[config.mk]
export PLATFORM = sky130hd
export DESIGN_NAME = rqc_sine
export DESIGN_NICKNAME = d
export VERILOG_FILES = /design/src/hdl/rqc_pkg.sv /design/src/hdl/rqc_sine.sv
export SDC_FILE = /design/constraint.sdc
export NUM_CORES = 2
export LEC_CHECK = 0
export BUFFER_PORTS_ARGS = -buffer_cell sky130_fd_sc_hd__buf_2
export CORE_ASPECT_RATIO = 1.75
export CORE_MARGIN = 3
export CORE_UTILIZATION = 45
export DETAILED_ROUTE_END_ITERATION = 6
export PLACE_DENSITY = 0.61
export SYNTH_ARGS = -nofsm -noshare
export SYNTH_HDL_FRONTEND = slang
export SYNTH_SLANG_ARGS = --single-unit
[constraint.sdc]
create_clock -name aclk -period 10.2 [get_ports aclk]
set_input_delay 1.02 -clock aclk [delete_from_list [all_inputs] [get_ports aclk]]
set_output_delay 1.02 -clock aclk [all_outputs]
set_load 0.05 [all_outputs]
[src/hdl/rqc_pkg.sv]
package rqc_pkg;

    // Field widths of the two channels
    localparam int ROT_W    = 16;
    localparam int COORD_W  = 24;
    localparam int SIZE_W   = 24;
    localparam int PIVOT_W  = 4;
    localparam int COLOR_W  = 32;

    // Internal arithmetic widths
    localparam int SIN_W          = 16;                 // Q1.15, magnitude <= 32767
    localparam int PROD_W         = SIZE_W + 1 + SIN_W; // size times sine, signed
    localparam int AXIS_W         = SIZE_W + 1;         // rounded axis step, signed
    localparam int COORD_BITS_MAX = 32;
    localparam int SUM_W          = COORD_BITS_MAX + 1; // corner sums before saturation

    localparam int ANGLE_BITS_DEF = 16;
    localparam int COORD_BITS_DEF = 24;

    localparam logic [1:0] CORNER_UL = 2'd0;
    localparam logic [1:0] CORNER_UR = 2'd1;
    localparam logic [1:0] CORNER_LL = 2'd2;
    localparam logic [1:0] CORNER_LR = 2'd3;

    typedef struct packed {
        logic signed [COORD_W-1:0] pos_x;
        logic signed [COORD_W-1:0] pos_y;
        logic [SIZE_W-1:0]         width;
        logic [SIZE_W-1:0]         height;
        logic [ROT_W-1:0]          rotation;
        logic [PIVOT_W-1:0]        pivot;
        logic [COLOR_W-1:0]        color;
    } in_t;

    typedef struct packed {
        logic [1:0]                corner;
        logic signed [COORD_W-1:0] corner_x;
        logic signed [COORD_W-1:0] corner_y;
        logic                      tex_u;
        logic                      tex_v;
        logic [COLOR_W-1:0]        corner_color;
        logic                      last;
    } out_t;

    // Upper-left corner, the two axis steps and the color of one sprite
    typedef struct packed {
        logic signed [SUM_W-1:0]  ulx;
        logic signed [SUM_W-1:0]  uly;
        logic signed [AXIS_W-1:0] rx;
        logic signed [AXIS_W-1:0] ry;
        logic signed [AXIS_W-1:0] dx;
        logic signed [AXIS_W-1:0] dy;
        logic [COLOR_W-1:0]       color;
    } quad_geom_t;

endpackage

[src/hdl/rqc_sine.sv]
module rqc_sine
    import rqc_pkg::*;
#(
    parameter int ANGLE_BITS = ANGLE_BITS_DEF
) (
    input  logic                    aclk,
    input  logic                    en,
    input  logic [ANGLE_BITS-1:0]   phase,
    output logic signed [SIN_W-1:0] sine
);

    localparam int FB = ANGLE_BITS - 2;
    localparam logic [11:0] SIN_C = 12'd2320;
    localparam logic [14:0] SIN_B = 15'd21024;
    localparam logic [15:0] SIN_A = 16'd51472;
    localparam logic [15:0] Z_ONE = 16'd32768;
    localparam logic [16:0] MAG_MAX = 17'd32767;

    logic [1:0]     quad;
    logic [FB-1:0]  frac;
    logic [FB+14:0] frac_ext;
    logic [14:0]    x;
    logic [15:0]    z;
    logic [31:0]    zz;

    logic [15:0] z_a_reg, z2_a_reg;
    logic        neg_a_reg;
    logic [27:0] cz;
    logic [15:0] z_b_reg, z2_b_reg;
    logic [14:0] t1_b_reg;
    logic        neg_b_reg;
    logic [30:0] tz;
    logic [15:0] z_c_reg, t2_c_reg;
    logic        neg_c_reg;
    logic [31:0] tz2;
    logic [16:0] q;
    logic [14:0] mag;
    logic signed [SIN_W-1:0] sine_reg;

    // Quadrant from the top two bits, fraction scaled to Q15 and mirrored in odd quadrants
    assign quad     = phase[ANGLE_BITS-1 -: 2];
    assign frac     = phase[FB-1:0];
    assign frac_ext = {frac, 15'd0};
    assign x        = frac_ext[FB+14 -: 15];
    assign z        = quad[0] ? (Z_ONE - {1'b0, x}) : {1'b0, x};
    assign zz       = z * z;

    always_ff @(posedge aclk) begin
        if (en) begin
            z_a_reg   <= z;
            z2_a_reg  <= zz[30:15];
            neg_a_reg <= quad[1];
        end
    end

    assign cz = SIN_C * z2_a_reg;

    always_ff @(posedge aclk) begin
        if (en) begin
            z_b_reg   <= z_a_reg;
            z2_b_reg  <= z2_a_reg;
            t1_b_reg  <= SIN_B - {2'b00, cz[27:15]};
            neg_b_reg <= neg_a_reg;
        end
    end

    assign tz = t1_b_reg * z2_b_reg;

    always_ff @(posedge aclk) begin
        if (en) begin
            z_c_reg   <= z_b_reg;
            t2_c_reg  <= SIN_A - tz[30:15];
            neg_c_reg <= neg_b_reg;
        end
    end

    assign tz2 = t2_c_reg * z_c_reg;
    assign q   = tz2[31:15];
    assign mag = (q > MAG_MAX) ? MAG_MAX[14:0] : q[14:0];

    always_ff @(posedge aclk) begin
        if (en) begin
            sine_reg <= neg_c_reg ? -signed'({1'b0, mag}) : signed'({1'b0, mag});
        end
    end

    assign sine = sine_reg;

endmodule

# Word level (Yosys, flattened, before mapping)

Cells that the tools add are included.

Multipliers: 4
Add/sub/neg operators: 4
Magnitude comparators: 1
Mux-type cells: 3

Operator list:

| cell                   | number |
|---|---|
| $mul 16x16->32         | 1 |
| $mul 15x16->31         | 1 |
| $mul 16x16->31         | 1 |
| $mux 15                | 2 |
| $mul 8x16->24 const A  | 1 |
| $gt 17x15->1 const B   | 1 |
| $mux 16                | 1 |
| $neg 15->16            | 1 |
| $sub 16x15->16 const A | 1 |
| $sub 16x16->16 const A | 1 |
| $sub 15x13->15 const A | 1 |

Input bits: 18
Bits in registers: 130
Output and inout port bits: 16
Word-level logic and storage cells: 24

# Logic depth before layout (Yosys ltp)

Depth in word-level cells: 5
Depth in mapped cells: 31
Depth with buffers taken out: 30

# Least setup slack after synthesis

Ideal clock, no wire load.

Kind: input to register
Start: in phase[0]
End: reg z2_a_reg[14] (data pin)
Required time: 9.938 ns
Slack: 2.218 ns
Stages: 28
Arrival time: 7.721 ns
Cell sequence: or4_1 -> or4_1 -> nand2b_1 -> o21ai_0 -> xor2_1 -> inv_1 -> nand2_1 -> inv_1 -> fa_1 -> fa_1 -> inv_1 -> fa_1 -> inv_1 -> fa_1 -> inv_1 -> fa_1 -> inv_1 -> fa_1 -> ha_1 -> a21oi_1 -> nor2b_1 -> o21ai_0 -> nand2b_1 -> a21oi_1 -> a311oi_1 -> o21a_1 -> a211oi_1 -> xnor2_1

Word-level cells in the longest chain between the ends: 3

Ends and longest elaborated chain:

| element              | RTL line       | text |
|---|---|---|
| from (decl)          | rqc_sine.sv:8  | `input logic [ANGLE_BITS-1:0] phase,` |
| $sub 16x15->16       | rqc_sine.sv:45 | `assign z = quad[0] ? (Z_ONE - {1'b0, x}) : {1'b0, x};` |
| $mux 16              | rqc_sine.sv:45 |  |
| named net z[12]      | rqc_sine.sv:23 | `logic [15:0] z;` |
| $mul 16x16->31       | rqc_sine.sv:46 | `assign zz = z * z;` |
| named net zz[29]     | rqc_sine.sv:24 | `logic [31:0] zz;` |
| to (signal assigned) | rqc_sine.sv:51 | `z2_a_reg <= zz[30:15];` |
| to (decl)            | rqc_sine.sv:26 | `logic [15:0] z_a_reg, z2_a_reg;` |

The timed path passes the listed nets, and every way through them passes these cells.
A chain may end at the register's enable or synchronous reset.

# Final worst setup path

Start: in phase[0]
End: reg z2_a_reg[12] (data pin)

Same word-level chain as after synthesis.

==> results.cfg <==
[logic_synthesis]
yosysTopAreaCellShare_pct = 35.90
synthCells = 2969
synth-main-ff-cell = edfxtp_1
post-synth-top-count-cell = inv_1
synth_edf_count = 127
synth_async_sr_flop_share_pct = 0
synth.distinct_cells = 92
yosys_register_bits = 127
syn-cell-area_sq_um = 28160
synth_common_cells = 654 x inv_1, 505 x fa_1, 390 x nand2_1
ys_warn_count = 0
synth_area_per_cell_sq_um = 9.485
synth.area.top_cells = fa_1 36%, ha_1 15%, edfxtp_1 14%
synth.yosys.seq_area_share_pct = 13.54
yosysTopAreaCell = fa_1

[critical_path]
worstPathMaxFanout = 13
reg2reg_depth = 25
required_ps = 10430
crit_path_frequent_cell = fa_1
endpoint = z2_a_reg[12]
crit_start = phase[0]
cp-end-kind = flip-flop
critPathSlowestCell = or4_1
path_delay_family = adder cells
startpoint_type = input pin
r2r_slack_ps = 2190
critPathArrivalTime_ps = 8960
crit_type = input pin to flip-flop
max_stage_delay_ps = 570
path_buf_inv = 5
crit_cells = 26
r2r_end = sine[12]
crit-reg2reg-launch = t2_c_reg[10]

[clock_network]
clkTransAtPathRegs_ps = 60
cts_setup_buffers = 0
cts_hold_buffers = 0
cts_root_buf = clkbuf_16
htreeDepth = 4
cts-buffers-inserted = 17
cts.path.max_buffers = 2
cts_resized = 0
insertion_delay_ps = 450
clock_sinks = 127
cts_tree = yes

[timing]
setup-tns-final_ps = 0
max_freq_ghz = 0.1146
hold_violations = 0
slew_headroom_pct = 30.81
tightest_slew_ps = 1038
min_period_ps = 8728
setup_viol = 0
fin_skew_ps = 11.21
rsz0062_at_grt = no
fin_ws_ps = 1472
period_share_pct = 85.57
slew_viol_final = 0

[floorplanning]
die_y_um = 336.9
start_util_pct = 45.75
rows = 120
core-area_sq_um = 61560
die_w_um = 195.1
ios = 34
die_area_sq_um = 65740

[grt]
grt_usage_pct = 21.12
antenna_found_initial = 0
grt_max_degree = 83
grt_overflow_total = 0
grt_pass1_vias = 22460
grt_pass1_wl_um = 111300

[drt]
viasPerCell = 5.368
ant_nets = 0
routed_wl_um = 67130
num_vias = 20130
wl_per_cell_um = 17.90
dr.pass1.iters = 6
drt_iter0_drc = 1002
drcViolationCount = 0

[placement]
dp_hpwl_um = 55520
dpl_worst_slack_ps = 970.2
dp.cells = 3719
numPortBuffers = 33
place_congestion = 0.9132

[layout]
finalNonFillerCells = 3750
n_fill_cell = 5835
drive_gt1_share_pct = 3.686
num_antenna_cells = 0
area_growth_pct = 5.141
nets = 3813

[min_path]
hold_depth = 0
worst_hold_path_type = flip-flop to flip-flop

[job]
max_cap_viol_count = 0

[outcome]
outcome = finished clean
[layout by cell type, fill, tap and decap left out, drive strengths merged, types with 6 or more instances in the layout]
cell    instances
a211oi         15
a211o           6
clkinv         10
ha            345
nor2b           8
fa            505
o31ai           7
nor2          121
a21o           26
clkbuf         17
mux2i           8
nand2b         11
xor2           34
edfxtp        127
xnor2          62
nand3          24
nand4           9
a31oi          13
inv           660
nor3           24
and3           25
buf            42
or4             6
a21oi          68
conb           10
and2          204
o211ai         12
o21ai          47
or3             6
nand2         390
o21a           10
or2             6
[cell families after synthesis]
kind of cell	after synthesis	share of synthesized area, %
AND/OR/NAND/NOR	852	14.38
adder cells (fa/ha/maj)	850	51.23
buffers and inverters	752	10.09
AO/OA/AOI/OAI	278	7.193
flip-flops	127	13.54
XOR/XNOR	96	3.039
multiplexers	12	0.5020
other	2	0.02667
[stage by stage]
step                hold slack (ps)  utilization (%)  area [sq um]
floorplan                     400.3                -         28190
global placement              400.5            47.19         29050
detailed placement            404.5            47.19         29050
CTS                           418.6            48.10         29610
global route                  423.4            48.10         29610
finish                        417.6            48.10         29610
[routing by layer]
metal	GRT usage, %	vias up	part of all wire [%]
met5	0	-	0
met4	10.23	0	5.0
met3	1.949	162	2.7
met2	42.57	451	58
met1	21.40	10310	35
li1	-	9204	-
[area by class of cell]
class                   instances  area, sq um  area share (%)
clock inverters                14        131.4          0.4437
inverters                     659         2474           8.354
well taps                     793        992.2           3.351
clock buffers                  17        425.4           1.437
multi-input cells            2098        21540           72.74
flip-flops and latches        127         3814           12.88
repair buffers                 42        235.2          0.7945
[worst min path at each step]
stage	start	to	slack [ps]
floorplan	neg_a_reg	neg_b_reg	400
global placement	z_b_reg[15]	z_c_reg[15]	400
detailed placement	z_a_reg[15]	z_b_reg[15]	400
CTS	z_a_reg[3]	z_b_reg[3]	420
global route	z_b_reg[7]	z_c_reg[7]	420
finish	z_a_reg[3]	z_b_reg[3]	420
Power is not shown: default switching activity piles up to over one toggle a cycle in this logic, so the estimate is an artifact.
