===== src/hdl/rqc_pkg.sv =====
package rqc_pkg;

    // Field widths of the two channels
    localparam int ROT_W    = 16;
    localparam int COORD_W  = 24;
    localparam int SIZE_W   = 24;
    localparam int PIVOT_W  = 4;
    localparam int COLOR_W  = 32;

    // Internal arithmetic widths
    localparam int SIN_W          = 16;                 // Q1.15, magnitude <= 32767
    localparam int PROD_W         = SIZE_W + 1 + SIN_W; // size times sine, signed
    localparam int AXIS_W         = SIZE_W + 1;         // rounded axis step, signed
    localparam int COORD_BITS_MAX = 32;
    localparam int SUM_W          = COORD_BITS_MAX + 1; // corner sums before saturation

    localparam int ANGLE_BITS_DEF = 16;
    localparam int COORD_BITS_DEF = 24;

    localparam logic [1:0] CORNER_UL = 2'd0;
    localparam logic [1:0] CORNER_UR = 2'd1;
    localparam logic [1:0] CORNER_LL = 2'd2;
    localparam logic [1:0] CORNER_LR = 2'd3;

    typedef struct packed {
        logic signed [COORD_W-1:0] pos_x;
        logic signed [COORD_W-1:0] pos_y;
        logic [SIZE_W-1:0]         width;
        logic [SIZE_W-1:0]         height;
        logic [ROT_W-1:0]          rotation;
        logic [PIVOT_W-1:0]        pivot;
        logic [COLOR_W-1:0]        color;
    } in_t;

    typedef struct packed {
        logic [1:0]                corner;
        logic signed [COORD_W-1:0] corner_x;
        logic signed [COORD_W-1:0] corner_y;
        logic                      tex_u;
        logic                      tex_v;
        logic [COLOR_W-1:0]        corner_color;
        logic                      last;
    } out_t;

    // Upper-left corner, the two axis steps and the color of one sprite
    typedef struct packed {
        logic signed [SUM_W-1:0]  ulx;
        logic signed [SUM_W-1:0]  uly;
        logic signed [AXIS_W-1:0] rx;
        logic signed [AXIS_W-1:0] ry;
        logic signed [AXIS_W-1:0] dx;
        logic signed [AXIS_W-1:0] dy;
        logic [COLOR_W-1:0]       color;
    } quad_geom_t;

endpackage


===== src/hdl/rqc_emit.sv =====
module rqc_emit
    import rqc_pkg::*;
#(
    parameter int COORD_BITS = COORD_BITS_DEF
) (
    input  logic       aclk,
    input  logic       aresetn,
    input  logic       item_valid,
    input  quad_geom_t item,
    output logic       item_ready,
    output logic       m_valid,
    input  logic       m_ready,
    output out_t       m_data
);

    localparam logic signed [SUM_W-1:0] SAT_HI =
        SUM_W'((64'sd1 <<< (COORD_BITS - 1)) - 64'sd1);
    localparam logic signed [SUM_W-1:0] SAT_LO = ~SAT_HI;
    localparam logic signed [SUM_W-1:0] ZERO_S = '0;

    logic       ser_valid_reg, ser_valid_next;
    logic [1:0] cnt_reg, cnt_next;
    logic       out_valid_reg, out_valid_next;
    quad_geom_t geom_reg;
    out_t       out_reg;
    logic       out_load;
    logic       take;

    logic signed [SUM_W-1:0] x_sum, y_sum;

    function automatic logic [COORD_W-1:0] sat(input logic signed [SUM_W-1:0] v);
        logic signed [SUM_W-1:0] r;
        if (v > SAT_HI) begin
            r = SAT_HI;
        end else if (v < SAT_LO) begin
            r = SAT_LO;
        end else begin
            r = v;
        end
        return r[COORD_W-1:0];
    endfunction

    assign out_load   = ser_valid_reg && (!out_valid_reg || m_ready);
    assign item_ready = !ser_valid_reg || (out_load && cnt_reg == CORNER_LR);
    assign take       = item_valid && item_ready;

    always_comb begin
        ser_valid_next = ser_valid_reg;
        if (take) begin
            ser_valid_next = 1'b1;
        end else if (out_load && cnt_reg == CORNER_LR) begin
            ser_valid_next = 1'b0;
        end
        cnt_next = out_load ? cnt_reg + 2'd1 : cnt_reg;
        if (out_load) begin
            out_valid_next = 1'b1;
        end else if (m_ready) begin
            out_valid_next = 1'b0;
        end else begin
            out_valid_next = out_valid_reg;
        end
    end

    assign x_sum = geom_reg.ulx
                 + (cnt_reg[0] ? SUM_W'(geom_reg.rx) : ZERO_S)
                 + (cnt_reg[1] ? SUM_W'(geom_reg.dx) : ZERO_S);
    assign y_sum = geom_reg.uly
                 + (cnt_reg[0] ? SUM_W'(geom_reg.ry) : ZERO_S)
                 + (cnt_reg[1] ? SUM_W'(geom_reg.dy) : ZERO_S);

    always_ff @(posedge aclk) begin
        if (!aresetn) begin
            ser_valid_reg <= 1'b0;
            cnt_reg       <= CORNER_UL;
            out_valid_reg <= 1'b0;
        end else begin
            ser_valid_reg <= ser_valid_next;
            cnt_reg       <= cnt_next;
            out_valid_reg <= out_valid_next;
        end
    end

    always_ff @(posedge aclk) begin
        if (take) begin
            geom_reg <= item;
        end
        if (out_load) begin
            out_reg.corner       <= cnt_reg;
            out_reg.corner_x     <= sat(x_sum);
            out_reg.corner_y     <= sat(y_sum);
            out_reg.tex_u        <= cnt_reg[0];
            out_reg.tex_v        <= cnt_reg[1];
            out_reg.corner_color <= geom_reg.color;
            out_reg.last         <= (cnt_reg == CORNER_LR);
        end
    end

    assign m_valid = out_valid_reg;
    assign m_data  = out_reg;

    a_last_on_lr: assert property (@(posedge aclk) disable iff (!aresetn)
        m_valid && m_data.last |-> m_data.corner == CORNER_LR)
        else $error("last flag on a corner other than lower-right");

    a_corner_advance: assert property (@(posedge aclk) disable iff (!aresetn)
        out_load && cnt_reg != CORNER_LR |=> ser_valid_reg
            && cnt_reg == 2'($past(cnt_reg) + 2'd1))
        else $error("sprite dropped before its fourth corner");

    a_new_item_starts_ul: assert property (@(posedge aclk) disable iff (!aresetn)
        take |=> cnt_reg == CORNER_UL)
        else $error("new sprite does not start at the upper-left corner");

endmodule


===== config.mk =====
export PLATFORM = sky130hd
export DESIGN_NAME = rqc_emit
export DESIGN_NICKNAME = d
export VERILOG_FILES = /design/src/hdl/rqc_pkg.sv /design/src/hdl/rqc_emit.sv
export SDC_FILE = /design/constraint.sdc
export NUM_CORES = 1
export LEC_CHECK = 0
export BUFFER_PORTS_ARGS = -buffer_cell sky130_fd_sc_hd__buf_2
export CAP_MARGIN = 10
export CORE_ASPECT_RATIO = 1.75
export CORE_MARGIN = 2
export CORE_UTILIZATION = 50
export CTS_CLUSTER_DIAMETER = 120
export DETAILED_ROUTE_END_ITERATION = 10
export GPL_ROUTABILITY_DRIVEN = 0
export GPL_TIMING_DRIVEN = 1
export PLACE_DENSITY_LB_ADDON = 0.12
export REMOVE_ABC_BUFFERS = 1
export SLEW_MARGIN = 0
export SYNTH_ARGS = -nofsm -noshare
export SYNTH_HDL_FRONTEND = slang
export SYNTH_SLANG_ARGS = --single-unit
export TNS_END_PERCENT = 20

===== constraint.sdc =====
create_clock -name aclk -period 21.6 [get_ports aclk]
set_input_delay 5.4 -clock aclk [delete_from_list [all_inputs] [get_ports aclk]]
set_output_delay 5.4 -clock aclk [all_outputs]
set_load 0.05 [all_outputs]

## Word-level counts from Yosys, hierarchy flattened

Cells that the tools add are included.
W data, S select, Z words.

| storage, ports and cells | value |
|---|---|
| bits of input ports | 202 |
| output and inout port bits | 87 |
| logic and storage cells | 46 |
| register bits after elaboration | 287 |

| cells by class | value |
|---|---|
| order comparisons | 4 |
| add/subtract/negate cells | 5 |
| eq/ne operators | 1 |
| multiplexer cells | 10 |
| reductions and logical operators | 9 |

Operators with widths:

| operator | number |
|---|---|
| $add A33 B33 Y33 | 4 |
| $mux W33 | 4 |
| $gt A33 B24 Y1 const B | 2 |
| $lt A33 B24 Y1 const B | 2 |
| $mux W24 | 2 |
| $mux W1 | 4 |
| $reduce_bool A2 Y1 | 2 |
| $logic_and A1 B1 Y1 | 3 |
| $add A2 B1 Y2 const B | 1 |
| $eq A2 B2 Y1 const B | 1 |
| $logic_not A1 Y1 | 2 |
| $logic_or A1 B1 Y1 | 2 |

## Depth between registers and ports, before layout

| depth | value |
|---|---|
| depth in word-level cells | 7 |
| depth in mapped cells | 17 |
| gate-level depth less buffers | 13 |

## Worst setup path after synthesis

OpenSTA, ideal clock, no wires.

| timing | value |
|---|---|
| path kind | input to output |
| start | input port m_ready |
| end | output port item_ready |
| buffers on the path | 0 |
| arrival time | 5.944 ns |
| data required time | 16.200 ns |
| cell stages on the path | 3 |
| path slack | 10.256 ns |
| cell sequence | nand2b_1 nand2_1 nand2_1 |

| between the ends | value |
|---|---|
| longest elaborated chain between the ends | 4 |

RTL lines:

| element | RTL line | text |
|---|---|---|
| from (decl) | rqc_emit.sv:12 | `input logic m_ready,` |
| $logic_or A1 B1 Y1 | rqc_emit.sv:43 | `assign out_load = ser_valid_reg && (!out_valid_reg \|\| m_ready);` |
| $logic_and A1 B1 Y1 | rqc_emit.sv:43 |  |
| $logic_and A1 B1 Y1 | rqc_emit.sv:44 | `assign item_ready = !ser_valid_reg \|\| (out_load && cnt_reg == CORNER_LR);` |
| $logic_or A1 B1 Y1 | rqc_emit.sv:44 |  |
| to (decl) | rqc_emit.sv:10 | `output logic item_ready,` |

Every way passes these cells.

## Worst setup path in the final report

Same ends and word-level chain as after synthesis.

==> impl_metrics.py <==
metrics = {
    "sta": {
        "final.period_utilization": 0.5285,
        "hold_viol_final": 0,
        "finalClockSkew_ns": 0.01688,
        "maxSlewViolCount": 0,
        "fmax_mhz": 87.59,
        "layout_min_cycle_time_ns": 11.42,
        "setup-violations-final": 0,
        "finalSetupTns_ns": 0,
        "timing_worst_slew_pin_value_ns": 1.095,
        "setup_repair_after_global_routing_missed_its_margin": "false",
        "maxSlewHeadroom": 0.2703,
    },
    "worst_hold_path": {
        "min_path_type": "flop to flop",
        "hold_start": "geom_reg[20]$_DFFE_PP_",
        "hold_end": "m_data[21]$_DFFE_PP_",
        "whs_path_depth": 0,
    },
    "setup_path": {
        "reg2reg_to": "m_data[81]$_SDFFCE_PN1P_",
        "worst_ep_required_time_ns": 16.20,
        "path_class": "input pin to output pin",
        "critical_path_peak_fanout": 3,
        "worst_setup_path_end_kind": "output pin",
        "critPathArrivalTime_ns": 6.02,
        "reg2reg_setup_slack_ns": 16.00,
        "ff2ff_path_depth": 14,
        "crit_path_cell_trace": "buf_2 > nand2b_1 > nand2_1 > nand2_1 > buf_2",
        "cp_slowest_stage_delay_ns": 0.21,
        "crit_path_launch_type": "input pin",
        "reg2reg_from": "cnt_reg[0]$_SDFFE_PN0P_",
        "cell_at_the_slowest_stage_of_the_critical_path": "sky130_fd_sc_hd__buf_2",
    },
    "synthesis": {
        "yosysTopAreaCell": "sky130_fd_sc_hd__edfxtp_1",
        "ffs_latches_synth": 285,
        "synth_top_area_share": 0.5666,
        "synth_top_cells_by_area": "sky130_fd_sc_hd__edfxtp_1 (57%), sky130_fd_sc_hd__fa_1 (8.9%), sky130_fd_sc_hd__ha_1 (5.3%), sky130_fd_sc_hd__and2_1 (4.3%), sky130_fd_sc_hd__a21oi_1 (2.2%)",
        "synthesis.instances": 1082,
        "post_synthesis_sequential_area_ratio": 0.5720,
        "netlist_area_mm2": 0.01489,
        "synth-async-reset-ratio": 0,
        "most_common_flop_cell_mapped_by_yosys": "sky130_fd_sc_hd__edfxtp_1",
        "netlist-cell-type-count": 66,
        "yosysWarningCount": 0,
        "synthesis.area_per_instance_um2": 13.76,
        "synth-edff-count": 281,
    },
    "detailed_routing": {
        "drt_first_pass_iters": 5,
        "detail_route.vias_per_cell": 5.506,
        "route.detailed.drc": 0,
        "dr_total_vias": 9767,
        "dr.first_iter.drc_count": 456,
        "detail-route-antenna-nets": 0,
        "detail_route.wirelength_um": 33390,
        "wl_per_cell_um": 18.82,
    },
    "pwr": {
        "leak_pwr_nw": 7.277,
        "max_ir_drop_vdd_uv": 70.01,
        "power_per_cell_area_mw_per_mm2": 86.93,
    },
    "die": {
        "die_width_um": 134.5,
        "die_outline_height_um": 232.3,
        "std_cell_rows": 83,
        "core_area_mm2": 0.02929,
        "overall_die_area_mm2": 0.03123,
        "effective_utilization_at_floorplan": 0.5085,
        "design.portCount": 289,
    },
    "flow_run": {
        "max-cap-violations": 0,
    },
    "finish": {
        "seq_area_mm2": 0.008521,
        "fill_cells": 2385,
        "utilization": 0.6018,
        "finish.net_count": 1702,
        "largest_reg_flops": 198,
        "drive_gt1_frac": 0.2748,
        "area_of_the_multi_input_gates_mm2": 0.006111,
        "flow.area_growth_from_synthesis_pct": 18.34,
    },
    "status": {
        "status": "completed",
    },
    "grt": {
        "antenna_found_initial": 3,
        "grt-ovfl-total": 0,
        "largest_net_degree_at_the_start_of_global_routing": 76,
        "grt.total_usage": 0.2142,
        "grt_pass1_wl_um": 51630,
        "grt_pass1_vias": 10080,
    },
    "clocking": {
        "clock_root_buffer": "sky130_fd_sc_hd__clkbuf_16",
        "post_cts_resize_count": 0,
        "clk_pin_slew_ns": 0.07,
        "numCtsBuffers": 27,
        "cts_max_path_buffers": 3,
        "post_cts_setup_repair_buffer_count": 0,
        "numClockSinks": 285,
        "cts_hold_repair.buffers": 0,
        "cts_tree": "done",
        "h-tree-depth": 1,
        "clock_insertion_delay_worst_skew_ns": 0.55,
    },
    "place": {
        "place.port_buffers": 288,
        "dp.final_hpwl_um": 24820,
    },
}
synth_stat cells (27+ instances only):
| library cell | count |
|---|---|
| sky130_fd_sc_hd__and2_1 | 102 |
| sky130_fd_sc_hd__xor2_1 | 28 |
| sky130_fd_sc_hd__fa_1 | 66 |
| sky130_fd_sc_hd__a21o_1 | 37 |
| sky130_fd_sc_hd__a21oi_1 | 65 |
| sky130_fd_sc_hd__xnor2_1 | 29 |
| sky130_fd_sc_hd__o21ai_0 | 51 |
| sky130_fd_sc_hd__ha_1 | 63 |
| sky130_fd_sc_hd__nand2_1 | 51 |
| sky130_fd_sc_hd__inv_1 | 27 |
| sky130_fd_sc_hd__clkbuf_1 | 28 |
| sky130_fd_sc_hd__edfxtp_1 | 281 |
critical path, delay by kind of cell:
kind | cells | cell delay, ns
buffers and inverters | 2 | 0.30
AND/OR/NAND/NOR | 3 | 0.32
cell families after synthesis:
group	synth area share
AO/OA/AOI/OAI	0.1226
XOR/XNOR	0.03352
multiplexers	0.002017
buffers and inverters	0.01848
flip-flops	0.5720
AND/OR/NAND/NOR	0.1097
adder cells (fa/ha/maj)	0.1417
cell usage in the layout, fill, tap and decap left out, drive strengths merged, types with 13 or more instances in the layout:
master	instances
and2	102
nor2b	13
nor2	26
xor2	28
clkbuf	33
a21o	37
ha	63
a221oi	25
a21oi	65
inv	30
edfxtp	281
and3	26
xnor2	29
nand2	51
o21ai	57
buf	298
fa	66
worst max-delay path by stage:
stage | start | endpoint | cells past startpoint
6_report | m_ready | item_ready | 5
5_1_grt | m_ready | item_ready | 5
4_1_cts | m_ready | item_ready | 5
3_5_place_dp | m_ready | item_ready | 5
3_3_place_gp | m_ready | item_ready | 5
2_1_floorplan | m_ready | item_ready | 3
metrics by stage:
stage / worst slack, ns / hold slack [ns] / power, mW / area (µm²) / instances
floorplan: 10.26 / 0.4003 / 0.9647 / 14720 / 1044
global placement: 10.18 / 0.4015 / 1.063 / 16730 / 1724
detailed placement: 10.18 / 0.4061 / 1.068 / 16730 / 1724
CTS: 10.18 / 0.4165 / 1.547 / 17620 / 1772
global route: 10.15 / 0.4275 / 1.605 / 17620 / 1774
finish: 10.18 / 0.4156 / 1.532 / 17620 / 1774
layer usage:
| metal | track usage | share of wire | up-vias |
|---|---|---|---|
| met5 | 0 | 0.00039 | - |
| met4 | 0.08914 | 0.041 | 2 |
| met3 | 0.02663 | 0.048 | 87 |
| met2 | 0.4219 | 0.56 | 337 |
| met1 | 0.2241 | 0.35 | 4687 |
| li1 | - | - | 4654 |
cell type report:
type | count | area share
diodes | 2 | 0.0002840
clock buffers | 33 | 0.04132
clock inverters | 15 | 0.009088
inverters | 27 | 0.005893
multi-input cells | 732 | 0.3468
flip-flops and latches | 285 | 0.4835
well taps | 382 | 0.02712
repair buffers | 298 | 0.08605
report_power, final:
part           switching [mW]  leakage [nW]  internal (mW)  total [mW]
Combinational           0.250          4.15          0.129       0.379
Sequential             0.0133          2.69          0.665       0.678
Clock                   0.199         0.438          0.275       0.475
Power figures use the tool's default switching activity.
